<file path="config.mk">
export PLATFORM = sky130hd
export DESIGN_NAME = md5_digest
export DESIGN_NICKNAME = d
export VERILOG_FILES = /design/src/rtl/md5_pkg.sv /design/src/rtl/md5_digest.sv /design/src/rtl/md5_ram.sv /design/src/rtl/md5_front.sv /design/src/rtl/md5_queue.sv /design/src/rtl/md5_back.sv
export SDC_FILE = /design/constraint.sdc
export NUM_CORES = 2
export LEC_CHECK = 0
export ABC_CLOCK_PERIOD_IN_PS = 20600
export BUFFER_PORTS_ARGS = -buffer_cell sky130_fd_sc_hd__buf_4
export CORE_UTILIZATION = 43
export CTS_CLUSTER_DIAMETER = 30
export DETAILED_ROUTE_END_ITERATION = 8
export PLACE_DENSITY = 0.67
export SYNTH_ARGS = -nofsm -noshare
export SYNTH_HDL_FRONTEND = slang
export SYNTH_HIERARCHICAL = 1
export SYNTH_SLANG_ARGS = --single-unit
</file>
<file path="constraint.sdc">
create_clock -name aclk -period 20.6 [get_ports aclk]
set_clock_uncertainty 0.2 [all_clocks]
set_input_delay 0 -clock aclk [delete_from_list [all_inputs] [get_ports aclk]]
set_output_delay 0 -clock aclk [all_outputs]
set_load 0.005 [all_outputs]
</file>
<file path="src/rtl/md5_pkg.sv">
// Types, constants and helper functions of the MD5 digest block.
`timescale 1ns / 1ps

package md5_pkg;

    // Block buffer geometry and queue depth
    localparam int BUF_DEPTH   = 16;
    localparam int BUF_AW      = $clog2(BUF_DEPTH);
    localparam int QUEUE_DEPTH = 2;

    localparam logic [2:0]  FULL_BYTES = 3'd4;
    localparam logic [31:0] PAD_WORD   = 32'h0000_0080;
    localparam logic [7:0]  PAD_BYTE   = 8'h80;
    localparam logic [1:0]  LAST_INDEX = 2'd3;
    localparam logic [5:0]  LAST_ROUND = 6'd63;
    localparam logic [3:0]  POS_LEN_LO = 4'd14;
    localparam logic [3:0]  POS_LEN_HI = 4'd15;

    // Round groups (top two bits of the round number)
    localparam logic [1:0] GRP_F = 2'd0;
    localparam logic [1:0] GRP_G = 2'd1;
    localparam logic [1:0] GRP_H = 2'd2;
    localparam logic [1:0] GRP_I = 2'd3;

    // Initial chaining words, index 0 = a
    localparam logic [3:0][31:0] CHAIN_IV = {
        32'h1032_5476, 32'h98ba_dcfe, 32'hefcd_ab89, 32'h6745_2301
    };

    // Additive round constants
    localparam logic [31:0] ROUND_K [64] = '{
        32'hd76aa478, 32'he8c7b756, 32'h242070db, 32'hc1bdceee,
        32'hf57c0faf, 32'h4787c62a, 32'ha8304613, 32'hfd469501,
        32'h698098d8, 32'h8b44f7af, 32'hffff5bb1, 32'h895cd7be,
        32'h6b901122, 32'hfd987193, 32'ha679438e, 32'h49b40821,
        32'hf61e2562, 32'hc040b340, 32'h265e5a51, 32'he9b6c7aa,
        32'hd62f105d, 32'h02441453, 32'hd8a1e681, 32'he7d3fbc8,
        32'h21e1cde6, 32'hc33707d6, 32'hf4d50d87, 32'h455a14ed,
        32'ha9e3e905, 32'hfcefa3f8, 32'h676f02d9, 32'h8d2a4c8a,
        32'hfffa3942, 32'h8771f681, 32'h6d9d6122, 32'hfde5380c,
        32'ha4beea44, 32'h4bdecfa9, 32'hf6bb4b60, 32'hbebfbc70,
        32'h289b7ec6, 32'heaa127fa, 32'hd4ef3085, 32'h04881d05,
        32'hd9d4d039, 32'he6db99e5, 32'h1fa27cf8, 32'hc4ac5665,
        32'hf4292244, 32'h432aff97, 32'hab9423a7, 32'hfc93a039,
        32'h655b59c3, 32'h8f0ccc92, 32'hffeff47d, 32'h85845dd1,
        32'h6fa87e4f, 32'hfe2ce6e0, 32'ha3014314, 32'h4e0811a1,
        32'hf7537e82, 32'hbd3af235, 32'h2ad7d2bb, 32'heb86d391
    };

    // Rotate amounts, indexed by {group, round[1:0]}
    localparam logic [4:0] ROT_AMT [16] = '{
        5'd7, 5'd12, 5'd17, 5'd22, 5'd5, 5'd9,  5'd14, 5'd20,
        5'd4, 5'd11, 5'd16, 5'd23, 5'd6, 5'd10, 5'd15, 5'd21
    };

    // Input item
    typedef struct packed {
        logic [31:0] data_word;
        logic [2:0]  byte_count;
        logic        last_word;
    } md5_in_t;

    // Result item
    typedef struct packed {
        logic [31:0] digest_word;
        logic [1:0]  word_index;
        logic        last_result;
    } md5_out_t;

    // Queue entry from front to back
    typedef struct packed {
        logic [31:0] word;      // buffer word, pad byte already merged on a short last word
        logic        last;      // final word of the message
        logic        extra_pad; // last word was full, 0x80 goes in a word of its own
        logic [63:0] bit_len;   // message length in bits, valid with last
    } md5_entry_t;

    // Back end sequencer
    typedef enum logic [2:0] {
        BK_IDLE,
        BK_PAD,
        BK_LOAD,
        BK_ROUND,
        BK_ADD,
        BK_OUT
    } bk_state_t;

    // Buffer word used by a round
    function automatic logic [3:0] msg_index(input logic [5:0] rnd);
        logic [7:0] t;
        t = 8'd0;
        unique case (rnd[5:4])
            GRP_F: t = {2'b00, rnd};
            GRP_G: t = {2'b00, rnd} * 8'd5 + 8'd1;
            GRP_H: t = {2'b00, rnd} * 8'd3 + 8'd5;
            GRP_I: t = {2'b00, rnd} * 8'd7;
            default: t = 8'd0;
        endcase
        return t[3:0];
    endfunction

    // Left rotate of a 32-bit word
    function automatic logic [31:0] rotl32(input logic [31:0] x, input logic [4:0] s);
        logic [63:0] dbl;
        dbl = {x, x} << s;
        return dbl[63:32];
    endfunction

endpackage

</file>
<file path="src/rtl/md5_digest.sv">
// Top level of the MD5 digest block: front end, entry queue and round engine.
`timescale 1ns / 1ps

// MD5 over a byte message fed as little-endian 32-bit words on the s_ channel;
// after the flagged last word the four digest words a, b, c, d leave on the
// m_ channel with last_result on d. The front end takes one word per cycle,
// while the queue has room, into a short queue; the back end writes one word
// per cycle, while idle, into a 16-entry block buffer with one write port,
// and each full block then passes through the single round unit (one load
// step, 64 rounds, one add) before the next words are taken. The last word
// adds one padding write per free buffer slot, a second block when the
// length does not fit, and four output transfers, after which the block is
// back at its initial state for the next message.
module md5_digest #(
    parameter int QUEUE_DEPTH = md5_pkg::QUEUE_DEPTH
) (
    input  logic              aclk,
    input  logic              aresetn,
    input  logic              s_valid,
    output logic              s_ready,
    input  md5_pkg::md5_in_t  s_data,
    output logic              m_valid,
    input  logic              m_ready,
    output md5_pkg::md5_out_t m_data
);

    md5_pkg::md5_entry_t push_entry;
    md5_pkg::md5_entry_t head_entry;
    logic                q_push, q_full, q_pop, q_valid;

    md5_front u_front (
        .aclk    (aclk),
        .aresetn (aresetn),
        .s_valid (s_valid),
        .s_ready (s_ready),
        .s_data  (s_data),
        .q_full  (q_full),
        .q_push  (q_push),
        .q_entry (push_entry)
    );

    md5_queue #(
        .DEPTH (QUEUE_DEPTH)
    ) u_queue (
        .aclk       (aclk),
        .aresetn    (aresetn),
        .push       (q_push),
        .push_entry (push_entry),
        .full       (q_full),
        .pop        (q_pop),
        .head       (head_entry),
        .not_empty  (q_valid)
    );

    md5_back u_back (
        .aclk    (aclk),
        .aresetn (aresetn),
        .q_valid (q_valid),
        .q_head  (head_entry),
        .q_pop   (q_pop),
        .m_valid (m_valid),
        .m_ready (m_ready),
        .m_data  (m_data)
    );

endmodule

</file>
<file path="src/rtl/md5_ram.sv">
// Generic single write port RAM with registered read.
`timescale 1ns / 1ps

module md5_ram #(
    parameter int WIDTH = 32,
    parameter int DEPTH = md5_pkg::BUF_DEPTH,
    localparam int AW   = $clog2(DEPTH)
) (
    input  logic             aclk,
    input  logic             we,
    input  logic [AW-1:0]    waddr,
    input  logic [WIDTH-1:0] wdata,
    input  logic [AW-1:0]    raddr,
    output logic [WIDTH-1:0] rdata
);

    logic [WIDTH-1:0] mem_reg [DEPTH];
    logic [WIDTH-1:0] rdata_reg;

    // Write port
    always_ff @(posedge aclk) begin
        if (we) begin
            mem_reg[waddr] <= wdata;
        end
    end

    // Registered read port
    always_ff @(posedge aclk) begin
        rdata_reg <= mem_reg[raddr];
    end

    assign rdata = rdata_reg;

endmodule

</file>
<file path="src/rtl/md5_front.sv">
// Front end: accepts message words, counts bytes and builds queue entries.
`timescale 1ns / 1ps

module md5_front (
    input  logic               aclk,
    input  logic               aresetn,
    input  logic               s_valid,
    output logic               s_ready,
    input  md5_pkg::md5_in_t   s_data,
    input  logic               q_full,
    output logic               q_push,
    output md5_pkg::md5_entry_t q_entry
);

    logic [63:0] bytes_reg;
    logic [63:0] bytes_next;
    logic [63:0] total;
    logic [2:0]  cnt;

    assign s_ready = !q_full;
    assign q_push  = s_valid && !q_full;

    // Valid byte count of this word, saturated to four on the last word
    always_comb begin
        if (!s_data.last_word) begin
            cnt = md5_pkg::FULL_BYTES;
        end else if (s_data.byte_count > md5_pkg::FULL_BYTES) begin
            cnt = md5_pkg::FULL_BYTES;
        end else begin
            cnt = s_data.byte_count;
        end
    end

    assign total = bytes_reg + {61'd0, cnt};

    // Mask invalid bytes and merge the pad byte into a short last word
    always_comb begin
        q_entry           = '0;
        q_entry.last      = s_data.last_word;
        q_entry.bit_len   = {total[60:0], 3'b000};
        q_entry.extra_pad = 1'b0;
        if (!s_data.last_word) begin
            q_entry.word = s_data.data_word;
        end else begin
            unique case (cnt)
                3'd0: q_entry.word = md5_pkg::PAD_WORD;
                3'd1: q_entry.word = {16'd0, md5_pkg::PAD_BYTE, s_data.data_word[7:0]};
                3'd2: q_entry.word = {8'd0, md5_pkg::PAD_BYTE, s_data.data_word[15:0]};
                3'd3: q_entry.word = {md5_pkg::PAD_BYTE, s_data.data_word[23:0]};
                default: begin
                    q_entry.word      = s_data.data_word;
                    q_entry.extra_pad = 1'b1;
                end
            endcase
        end
    end

    // Running byte count, restarted after the last word
    always_comb begin
        bytes_next = bytes_reg;
        if (q_push) begin
            bytes_next = s_data.last_word ? 64'd0 : total;
        end
    end

    always_ff @(posedge aclk) begin
        if (!aresetn) begin
            bytes_reg <= 64'd0;
        end else begin
            bytes_reg <= bytes_next;
        end
    end

endmodule

</file>
<file path="src/rtl/md5_queue.sv">
// Short FIFO of entries between the front and back ends.
`timescale 1ns / 1ps

module md5_queue #(
    parameter int DEPTH = md5_pkg::QUEUE_DEPTH,
    localparam int PW   = $clog2(DEPTH),
    localparam int CW   = $clog2(DEPTH + 1)
) (
    input  logic                aclk,
    input  logic                aresetn,
    input  logic                push,
    input  md5_pkg::md5_entry_t push_entry,
    output logic                full,
    input  logic                pop,
    output md5_pkg::md5_entry_t head,
    output logic                not_empty
);

    md5_pkg::md5_entry_t entry_reg [DEPTH];
    logic [PW-1:0] wr_ptr_reg, wr_ptr_next;
    logic [PW-1:0] rd_ptr_reg, rd_ptr_next;
    logic [CW-1:0] count_reg, count_next;
    logic          do_push, do_pop;

    assign full      = (count_reg == CW'(DEPTH));
    assign not_empty = (count_reg != '0);
    assign head      = entry_reg[rd_ptr_reg];
    assign do_push   = push && !full;
    assign do_pop    = pop && not_empty;

    // Pointer and fill count update
    always_comb begin
        wr_ptr_next = wr_ptr_reg;
        rd_ptr_next = rd_ptr_reg;
        count_next  = count_reg;
        if (do_push) begin
            wr_ptr_next = (wr_ptr_reg == PW'(DEPTH - 1)) ? '0 : wr_ptr_reg + PW'(1);
        end
        if (do_pop) begin
            rd_ptr_next = (rd_ptr_reg == PW'(DEPTH - 1)) ? '0 : rd_ptr_reg + PW'(1);
        end
        if (do_push && !do_pop) begin
            count_next = count_reg + CW'(1);
        end else if (do_pop && !do_push) begin
            count_next = count_reg - CW'(1);
        end
    end

    always_ff @(posedge aclk) begin
        if (!aresetn) begin
            wr_ptr_reg <= '0;
            rd_ptr_reg <= '0;
            count_reg  <= '0;
        end else begin
            wr_ptr_reg <= wr_ptr_next;
            rd_ptr_reg <= rd_ptr_next;
            count_reg  <= count_next;
        end
    end

    // Entry storage
    always_ff @(posedge aclk) begin
        if (do_push) begin
            entry_reg[wr_ptr_reg] <= push_entry;
        end
    end

endmodule

</file>
<file path="src/rtl/md5_back.sv">
// Back end: fills the block buffer, pads, runs the rounds and emits the digest.
`timescale 1ns / 1ps

module md5_back (
    input  logic                aclk,
    input  logic                aresetn,
    input  logic                q_valid,
    input  md5_pkg::md5_entry_t q_head,
    output logic                q_pop,
    output logic                m_valid,
    input  logic                m_ready,
    output md5_pkg::md5_out_t   m_data
);

    md5_pkg::bk_state_t state_reg, state_next;
    logic [3:0]        wpos_reg, wpos_next;
    logic [5:0]        rnd_reg, rnd_next;
    logic [3:0][31:0]  chain_reg, chain_next;
    logic [3:0][31:0]  work_reg, work_next;
    logic              fin_reg, fin_next;
    logic              extra_reg, extra_next;
    logic              lo_done_reg, lo_done_next;
    logic              len_done_reg, len_done_next;
    logic [63:0]       bit_len_reg, bit_len_next;
    logic [1:0]        out_idx_reg, out_idx_next;
    logic              m_valid_reg, m_valid_next;
    md5_pkg::md5_out_t m_data_reg, m_data_next;

    // Buffer port signals
    logic        buf_we;
    logic [31:0] buf_wdata;
    logic [3:0]  buf_raddr;
    logic [31:0] buf_rdata;

    // Round datapath
    logic [31:0] f_val;
    logic [31:0] round_sum;
    logic [31:0] round_rot;
    logic [5:0]  rnd_inc;

    md5_ram #(
        .WIDTH (32),
        .DEPTH (md5_pkg::BUF_DEPTH)
    ) u_buf (
        .aclk  (aclk),
        .we    (buf_we),
        .waddr (wpos_reg),
        .wdata (buf_wdata),
        .raddr (buf_raddr),
        .rdata (buf_rdata)
    );

    assign m_valid = m_valid_reg;
    assign m_data  = m_data_reg;
    assign rnd_inc = rnd_reg + 6'd1;

    // One MD5 round on A..D held in work_reg, message word from the buffer
    always_comb begin
        unique case (rnd_reg[5:4])
            md5_pkg::GRP_F: f_val = (work_reg[1] & work_reg[2]) | (~work_reg[1] & work_reg[3]);
            md5_pkg::GRP_G: f_val = (work_reg[3] & work_reg[1]) | (~work_reg[3] & work_reg[2]);
            md5_pkg::GRP_H: f_val = work_reg[1] ^ work_reg[2] ^ work_reg[3];
            md5_pkg::GRP_I: f_val = work_reg[2] ^ (work_reg[1] | ~work_reg[3]);
            default:        f_val = '0;
        endcase
        round_sum = f_val + work_reg[0] + md5_pkg::ROUND_K[rnd_reg] + buf_rdata;
        round_rot = md5_pkg::rotl32(round_sum,
                                    md5_pkg::ROT_AMT[{rnd_reg[5:4], rnd_reg[1:0]}]);
    end

    // Sequencer
    always_comb begin
        state_next    = state_reg;
        wpos_next     = wpos_reg;
        rnd_next      = rnd_reg;
        chain_next    = chain_reg;
        work_next     = work_reg;
        fin_next      = fin_reg;
        extra_next    = extra_reg;
        lo_done_next  = lo_done_reg;
        len_done_next = len_done_reg;
        bit_len_next  = bit_len_reg;
        out_idx_next  = out_idx_reg;
        m_valid_next  = m_valid_reg && !m_ready;
        m_data_next   = m_data_reg;
        q_pop         = 1'b0;
        buf_we        = 1'b0;
        buf_wdata     = '0;
        buf_raddr     = '0;

        unique case (state_reg)
            // Take one entry from the queue into the buffer
            md5_pkg::BK_IDLE: begin
                if (q_valid) begin
                    q_pop     = 1'b1;
                    buf_we    = 1'b1;
                    buf_wdata = q_head.word;
                    wpos_next = wpos_reg + 4'd1;
                    if (q_head.last) begin
                        fin_next     = 1'b1;
                        extra_next   = q_head.extra_pad;
                        bit_len_next = q_head.bit_len;
                    end
                    if (wpos_reg == md5_pkg::POS_LEN_HI) begin
                        state_next = md5_pkg::BK_LOAD;
                    end else if (q_head.last) begin
                        state_next = md5_pkg::BK_PAD;
                    end
                end
            end
            // Padding: lone pad byte, zeros, then the bit length
            md5_pkg::BK_PAD: begin
                buf_we    = 1'b1;
                wpos_next = wpos_reg + 4'd1;
                priority if (extra_reg) begin
                    buf_wdata  = md5_pkg::PAD_WORD;
                    extra_next = 1'b0;
                end else if (wpos_reg == md5_pkg::POS_LEN_LO) begin
                    buf_wdata    = bit_len_reg[31:0];
                    lo_done_next = 1'b1;
                end else if (wpos_reg == md5_pkg::POS_LEN_HI && lo_done_reg) begin
                    buf_wdata     = bit_len_reg[63:32];
                    len_done_next = 1'b1;
                end else begin
                    buf_wdata = '0;
                end
                if (wpos_reg == md5_pkg::POS_LEN_HI) begin
                    state_next = md5_pkg::BK_LOAD;
                end
            end
            // Copy chaining words and fetch the first message word
            md5_pkg::BK_LOAD: begin
                work_next  = chain_reg;
                rnd_next   = '0;
                buf_raddr  = md5_pkg::msg_index('0);
                state_next = md5_pkg::BK_ROUND;
            end
            // One round per cycle, next word fetched alongside
            md5_pkg::BK_ROUND: begin
                work_next[0] = work_reg[3];
                work_next[1] = work_reg[1] + round_rot;
                work_next[2] = work_reg[1];
                work_next[3] = work_reg[2];
                buf_raddr    = md5_pkg::msg_index(rnd_inc);
                rnd_next     = rnd_inc;
                if (rnd_reg == md5_pkg::LAST_ROUND) begin
                    state_next = md5_pkg::BK_ADD;
                end
            end
            // Fold the block result into the chaining words
            md5_pkg::BK_ADD: begin
                for (int k = 0; k < 4; k++) begin
                    chain_next[k] = chain_reg[k] + work_reg[k];
                end
                priority if (len_done_reg) begin
                    state_next = md5_pkg::BK_OUT;
                end else if (fin_reg) begin
                    state_next = md5_pkg::BK_PAD;
                end else begin
                    state_next = md5_pkg::BK_IDLE;
                end
            end
            // Hand out the digest words a, b, c, d
            md5_pkg::BK_OUT: begin
                if (!m_valid_reg || m_ready) begin
                    m_valid_next             = 1'b1;
                    m_data_next.digest_word  = chain_reg[out_idx_reg];
                    m_data_next.word_index   = out_idx_reg;
                    m_data_next.last_result  = (out_idx_reg == md5_pkg::LAST_INDEX);
                    out_idx_next             = out_idx_reg + 2'd1;
                    if (out_idx_reg == md5_pkg::LAST_INDEX) begin
                        chain_next    = md5_pkg::CHAIN_IV;
                        fin_next      = 1'b0;
                        extra_next    = 1'b0;
                        lo_done_next  = 1'b0;
                        len_done_next = 1'b0;
                        state_next    = md5_pkg::BK_IDLE;
                    end
                end
            end
            default: begin
                state_next = md5_pkg::BK_IDLE;
            end
        endcase
    end

    // Control state
    always_ff @(posedge aclk) begin
        if (!aresetn) begin
            state_reg    <= md5_pkg::BK_IDLE;
            wpos_reg     <= '0;
            rnd_reg      <= '0;
            chain_reg    <= md5_pkg::CHAIN_IV;
            fin_reg      <= 1'b0;
            extra_reg    <= 1'b0;
            lo_done_reg  <= 1'b0;
            len_done_reg <= 1'b0;
            out_idx_reg  <= '0;
            m_valid_reg  <= 1'b0;
        end else begin
            state_reg    <= state_next;
            wpos_reg     <= wpos_next;
            rnd_reg      <= rnd_next;
            chain_reg    <= chain_next;
            fin_reg      <= fin_next;
            extra_reg    <= extra_next;
            lo_done_reg  <= lo_done_next;
            len_done_reg <= len_done_next;
            out_idx_reg  <= out_idx_next;
            m_valid_reg  <= m_valid_next;
        end
    end

    // Datapath registers
    always_ff @(posedge aclk) begin
        work_reg    <= work_next;
        bit_len_reg <= bit_len_next;
        m_data_reg  <= m_data_next;
    end

endmodule

</file>
Word level (Yosys, flattened, before mapping)
Memories as Yosys holds them, arrays and structs flattened. A register that Yosys moved wholly into a read port is not among the register bits.
Index checks and enable logic that the tools add are counted.

word-level totals
  register bits = 443
  memory bits (writable) = 702
  bits in read-only memories = 2,128
  input bits = 40
  output and inout bits = 37
  word-level logic and storage cells = 202
  memories kept = 4

memories
  name                  words  bits a word  read ports  clocked after memory_dff  wr ports  line             RTL
  (no name shown)       64     32           1           0                         0         md5_back.sv:66   round_sum = f_val + work_reg[0] + md5_pkg::ROUND_K[rnd_reg] + buf_rdata;
  u_back.u_buf.mem_reg  16     32           1           1                         1         md5_ram.sv:17    logic [WIDTH-1:0] mem_reg [DEPTH];
  u_queue.entry_reg     2      95           1           1                         1         md5_queue.sv:19  md5_pkg::md5_entry_t entry_reg [DEPTH];
  (no name shown)       16     5            1           0                         0         md5_back.sv:68   md5_pkg::ROT_AMT[{rnd_reg[5:4], rnd_reg[1:0]}]);

operators by class
  add/subtract/negate cells = 18
  multipliers = 3
  magnitude comparators = 4
  eq/ne operators = 30
  shift operators = 1
  multiplexer cells = 68
  bitwise logic cells = 14
  reduce and logical (&&, ||, !) cells = 35

operators by type and width
  cell                 count
  $pmux 128 s2         2
  $add 32x32->32       8
  $mux 128             2
  $mux 32              8
  $pmux 32 s4          2
  $and 32x32->32       4
  $or 32x32->32        3
  $xor 32x32->32       3
  $add 64x3->64        1
  $bmux 32 s2          1
  $mux 64              1
  $not 32->32          2
  $pmux 32 s2          1
  $shl 64x5->64        1
  $mux 3               10
  $mux 1               26
  $pmux 3 s6           1
  $pmux 4 s4           1
  $reduce_and 5->1     3
  $reduce_bool 2->1    7
  $eq 2x2->1 const B   6
  $eq 3x2->1 const B   4
  $mul 6x3->4 const B  2
  $ne 2x1->1 const B   6
  other kinds (37)     68

Longest topological paths before layout
  depth after elaboration = 10
  depth in mapped cells = 43
  depth with buffers taken out = 40

Cells and area by module
Netlist, hierarchy kept.

modules (own cells, without submodules)
  module     times used  cells each  area each (sq um)  seq. area each (sq um)
  md5_back   1           3,934       32,885.3           9,779.4
  md5_ram    1           838         19,835.3           16,015.4
  md5_queue  1           330         7,380.8            5,985.7
  md5_front  1           593         4,638.2            1,221.2

Worst setup path after synthesis
Ideal clock, no wire load.

  kind = register -> register
  from = register u_back.rnd_reg[2]
  to = register u_back/work_reg[63] (netlist bit), data pin
  setup time = 260 ps
  arrival = 9,016 ps
  required time = 20,140 ps
  path slack = 11,124 ps
  stages on the path, launching flop included = 41
  buffers on the path = 4
  clock period less this slack = 9,476 ps
  cell sequence = dfxtp_1 -> clkbuf_1 -> inv_1 -> clkbuf_1 -> buf_1 -> ha_1 -> nand2b_1 -> a21oi_1 -> a21oi_1 -> mux4_2 -> fa_1 -> inv_1 -> fa_1 -> inv_1 -> ha_1 -> clkbuf_1 -> a211oi_1 -> o21ai_1 -> [... 5 more ...] -> mux4_2 -> nand2_1 -> o31ai_1 -> o21ai_1 -> mux2i_1 -> ha_1 -> a211oi_1 -> o21bai_1 -> o2111a_1 -> o211a_1 -> o22ai_1 -> o21ai_0 -> a41oi_1 -> a21oi_1 -> o21ai_0 -> nand2b_1 -> xnor3_1 -> mux2_2

RTL lines
  item                      line             RTL
  start: declaration        md5_back.sv:17   logic [5:0] rnd_reg, rnd_next;
  start signal: assignment  md5_back.sv:203  rnd_reg <= rnd_next;
  end signal: assignment    md5_back.sv:216  work_reg <= work_next;
  end: declaration          md5_back.sv:19   logic [3:0][31:0] work_reg, work_next;

==> summary.md <==
| Metric | Value |
|---|---|
| Gr usage total | `25.5%` |
| Area leader, netlist | `edfxtp_1` |
| Syn Area/Cell | `11.4 µm²` |
| Die height | `390 µm` |
| Worst skew pair latency | `0.87 ns` |
| Synth area leaders | `edfxtp_1, dfxtp_1, mux4_2` |
| Num rows | `142` |
| Placed instance area | `0.0674 mm²` |
| Critical path class | `register to register` |
| PwrDens | `135 mW/mm²` |
| Avg Vias per Cell | `5.97` |
| Top-area cell type share of the netlist area | `43.4%` |
| Die X | `390 µm` |
| Yosys warning total | `6` |
| Layout cell share with drive strength beyond 1 | `15.8%` |
| Nets | `6190` |
| Drt drc | `0` |
| Number of synthesized flops with an enable pin | `935` |
| Worst-case headroom to the max-slew limit | `20.0%` |
| Max Clk Rate | `84.4 MHz` |
| Sequential area share after synthesis | `51.0%` |
| Number of cells on the worst reg-to-reg path | `41` |
| CTS max path bufs | `3` |
| Num Clock Sinks | `1181` |
| GR Util met3 | `4.63%` |
| RSZ-0062 raised after global routing | `false` |
| Final RePlAce weighted congestion | `0.997` |
| Wire per inst | `24.4 µm` |
| DRT iter0 DRCs | `5040` |
| Period utilization | `57.5%` |
| Starting Density | `43.3%` |
| Synth Flop Type | `edfxtp_1` |
| Crit path DAT | `12.17 ns` |
| Worst Tran Pin Value | `1.19 ns` |
| Post-route design area | `0.0763 mm²` |
| Worst vdd ir | `0.117 mV` |
| Final Hold Fails | `0` |
| Root Driver | `clkbuf_16` |
| Gr ovfl total | `0` |
| Post-Syn Area | `0.0647 mm²` |
| Area delta synth->final | `17.8%` |
| CP most frequent cell | `o21ai_0` |
| CP required | `20.92 ns` |
| Die Area | `0.152 mm²` |
| Worst Setup End Kind | `register` |
| DR vias | `48200` |
| Global Route met2 Usage | `41.8%` |
| Worst setup SP type | `register` |
| Status | `finished clean` |
| Largest net degree at the start of global routing | `95` |
| Filler instances | `12800` |
| Pleak | `28.5 nW` |
| Clock transition at path regs | `0.05 ns` |
| Worst Hold Class | `input port to register` |
| FFs w/ async S/R, synth | `0%` |
| Post-synth cell types | `107` |
| CTS tree | `done` |
| Number of global-route vias before repair | `46500` |
| Crit-path max cell delay | `0.91 ns` |
| Maxcap violations | `0` |
| # setup viols final | `0` |
| TritonCTS Buffers | `222` |
| Setup_tns | `0 ns` |
| Initial antenna violation count | `4` |
| ANT nets after route | `0` |
| Fin crit period | `11.85 ns` |
| First-pass GRT wire length | `293000 µm` |
| IO Count | `77` |
| Post_cts resized | `0` |
| Worst-path fanout max | `29` |
| Port buffer count | `76` |
| Routing usage on met1 | `32.7%` |
| Largest register FFs | `512` |
| Final WL | `197000 µm` |
| Hpwl dp | `129000 µm` |
| #FFs+latches synth | `1181` |
| Slew Limit Fails | `0` |
| Syn Inst Count | `5695` |
| ANT cells | `0` |
| Slowest stage cell, crit path | `ha_1` |
| Initial DRT Pass Iterations | `6` |
| CORE AREA | `0.150 mm²` |
| Total Power | `0.0103 W` |
| H-tree depth | `4` |
| Postcts setup bufs | `0` |
| GRT busiest layer | `met2` |
| Hold depth | `4` |
cell type report:
cell class | instances | area, µm² | area share [%]
clock buffer | 260 | 5880 | 7.71
timing repair buffer | 272 | 2240 | 2.94
multi-input combinational | 3936 | 29500 | 38.7
inverter | 247 | 932 | 1.22
sequential | 1181 | 33000 | 43.3
tap | 2016 | 2520 | 3.31
clock inverter | 164 | 2170 | 2.84
per-stage QoR:
| step | hold WS [ns] | std cells | util (%) | setup slack (ns) |
|---|---|---|---|---|
| floorplan | -0.0824 | 5697 | - | 11.12 |
| global placement | 0.0416 | 7571 | 45.1 | 9.11 |
| detailed placement | 0.0505 | 7571 | 45.1 | 9.08 |
| CTS | 0.00808 | 8076 | 51.0 | 9.01 |
| global route | 0.0866 | 8076 | 51.0 | 8.12 |
| finish | 0.0556 | 8076 | 51.0 | 8.75 |
power breakdown:
part | switching, W | internal (W)
clock network | 0.00133 | 0.00247
registers | 0.000126 | 0.00299
logic | 0.00209 | 0.00131
kinds of logic (layout without fill, tap and decap cells):
logic type / Yosys count / count (layout) / share of synthesized area [%]
adder cells (fa/ha/maj): 321 / 321 / 6.87
AO/OA/AOI/OAI: 1425 / 1425 / 14.2
buffers and inverters: 580 / 943 / 3.80
AND/OR/NAND/NOR: 1561 / 1561 / 11.3
other: 1 / 3 / 0.00579
XOR/XNOR: 261 / 261 / 3.56
multiplexers: 365 / 365 / 9.26
flip-flops: 1181 / 1181 / 51.0
placed cells by master, fill, tap and decap left out, types with 47 or more instances in the layout:
| master | instances |
|---|---|
| a211oi_1 | 47 |
| a21o_1 | 87 |
| a21oi_1 | 312 |
| a22oi_1 | 121 |
| a31oi_1 | 78 |
| and2_1 | 73 |
| and3_1 | 49 |
| buf_4 | 191 |
| clkbuf_16 | 224 |
| dfxtp_1 | 239 |
| dlygate4sd3_1 | 81 |
| edfxtp_1 | 935 |
| fa_1 | 68 |
| ha_1 | 222 |
| inv_1 | 243 |
| mux2_2 | 99 |
| mux2i_1 | 76 |
| mux4_2 | 168 |
| nand2_1 | 664 |
| nand3_1 | 149 |
| nor2_1 | 256 |
| nor2b_1 | 61 |
| nor3_1 | 89 |
| o21ai_0 | 353 |
| xnor2_1 | 130 |
| xor2_1 | 127 |
cell usage after synthesis, types with 87 or more instances:
cell type	n
o21ai_0	365
xor2_1	128
inv_1	245
a21o_1	87
nand3_1	149
nor3_1	93
nand2_1	665
mux4_2	168
xnor2_1	131
a21oi_1	312
edfxtp_1	935
clkbuf_1	213
mux2_2	99
ha_1	222
nor2_1	271
a22oi_1	121
dfxtp_1	246
worst max-delay path: cells and delay by family, from the launching register on:
| family | cells | cell delay (ns) |
|---|---|---|
| flops | 1 | 0.30 |
| mux | 4 | 1.01 |
| fa+ha+maj | 5 | 2.73 |
| buf+inv | 6 | 1.34 |
| simple gates | 7 | 1.37 |
| compound gates | 18 | 4.26 |
| xor+xnor | 1 | 0.33 |
per-layer routing:
| layer | wire [µm] | share of wire, % | up-vias |
|---|---|---|---|
| li1 | - | - | 21800 |
| met1 | 79100 | 40 | 23900 |
| met2 | 94400 | 48 | 2108 |
| met3 | 15400 | 7.8 | 374 |
| met4 | 8460 | 4.3 | 2 |
| met5 | 10 | 0.0051 | - |
worst paths after layout:
path	start	slack (ns)	end
max	u_back/rnd_reg[1]	8.75	u_back/work_reg[63]
min	m_ready	0.06	u_back/m_valid
max reg2reg	u_back/rnd_reg[1]	8.75	u_back/work_reg[63]
min reg2reg	u_front/bytes_reg[0]	0.24	u_front/bytes_reg[0]
what timing repair did:
action | in CTS | in global routing
setup endpoints to repair | 0 | 0
hold buffers | 81 | 0
hold endpoints to repair | 181 | 0
(Power assumes the default switching activity.)
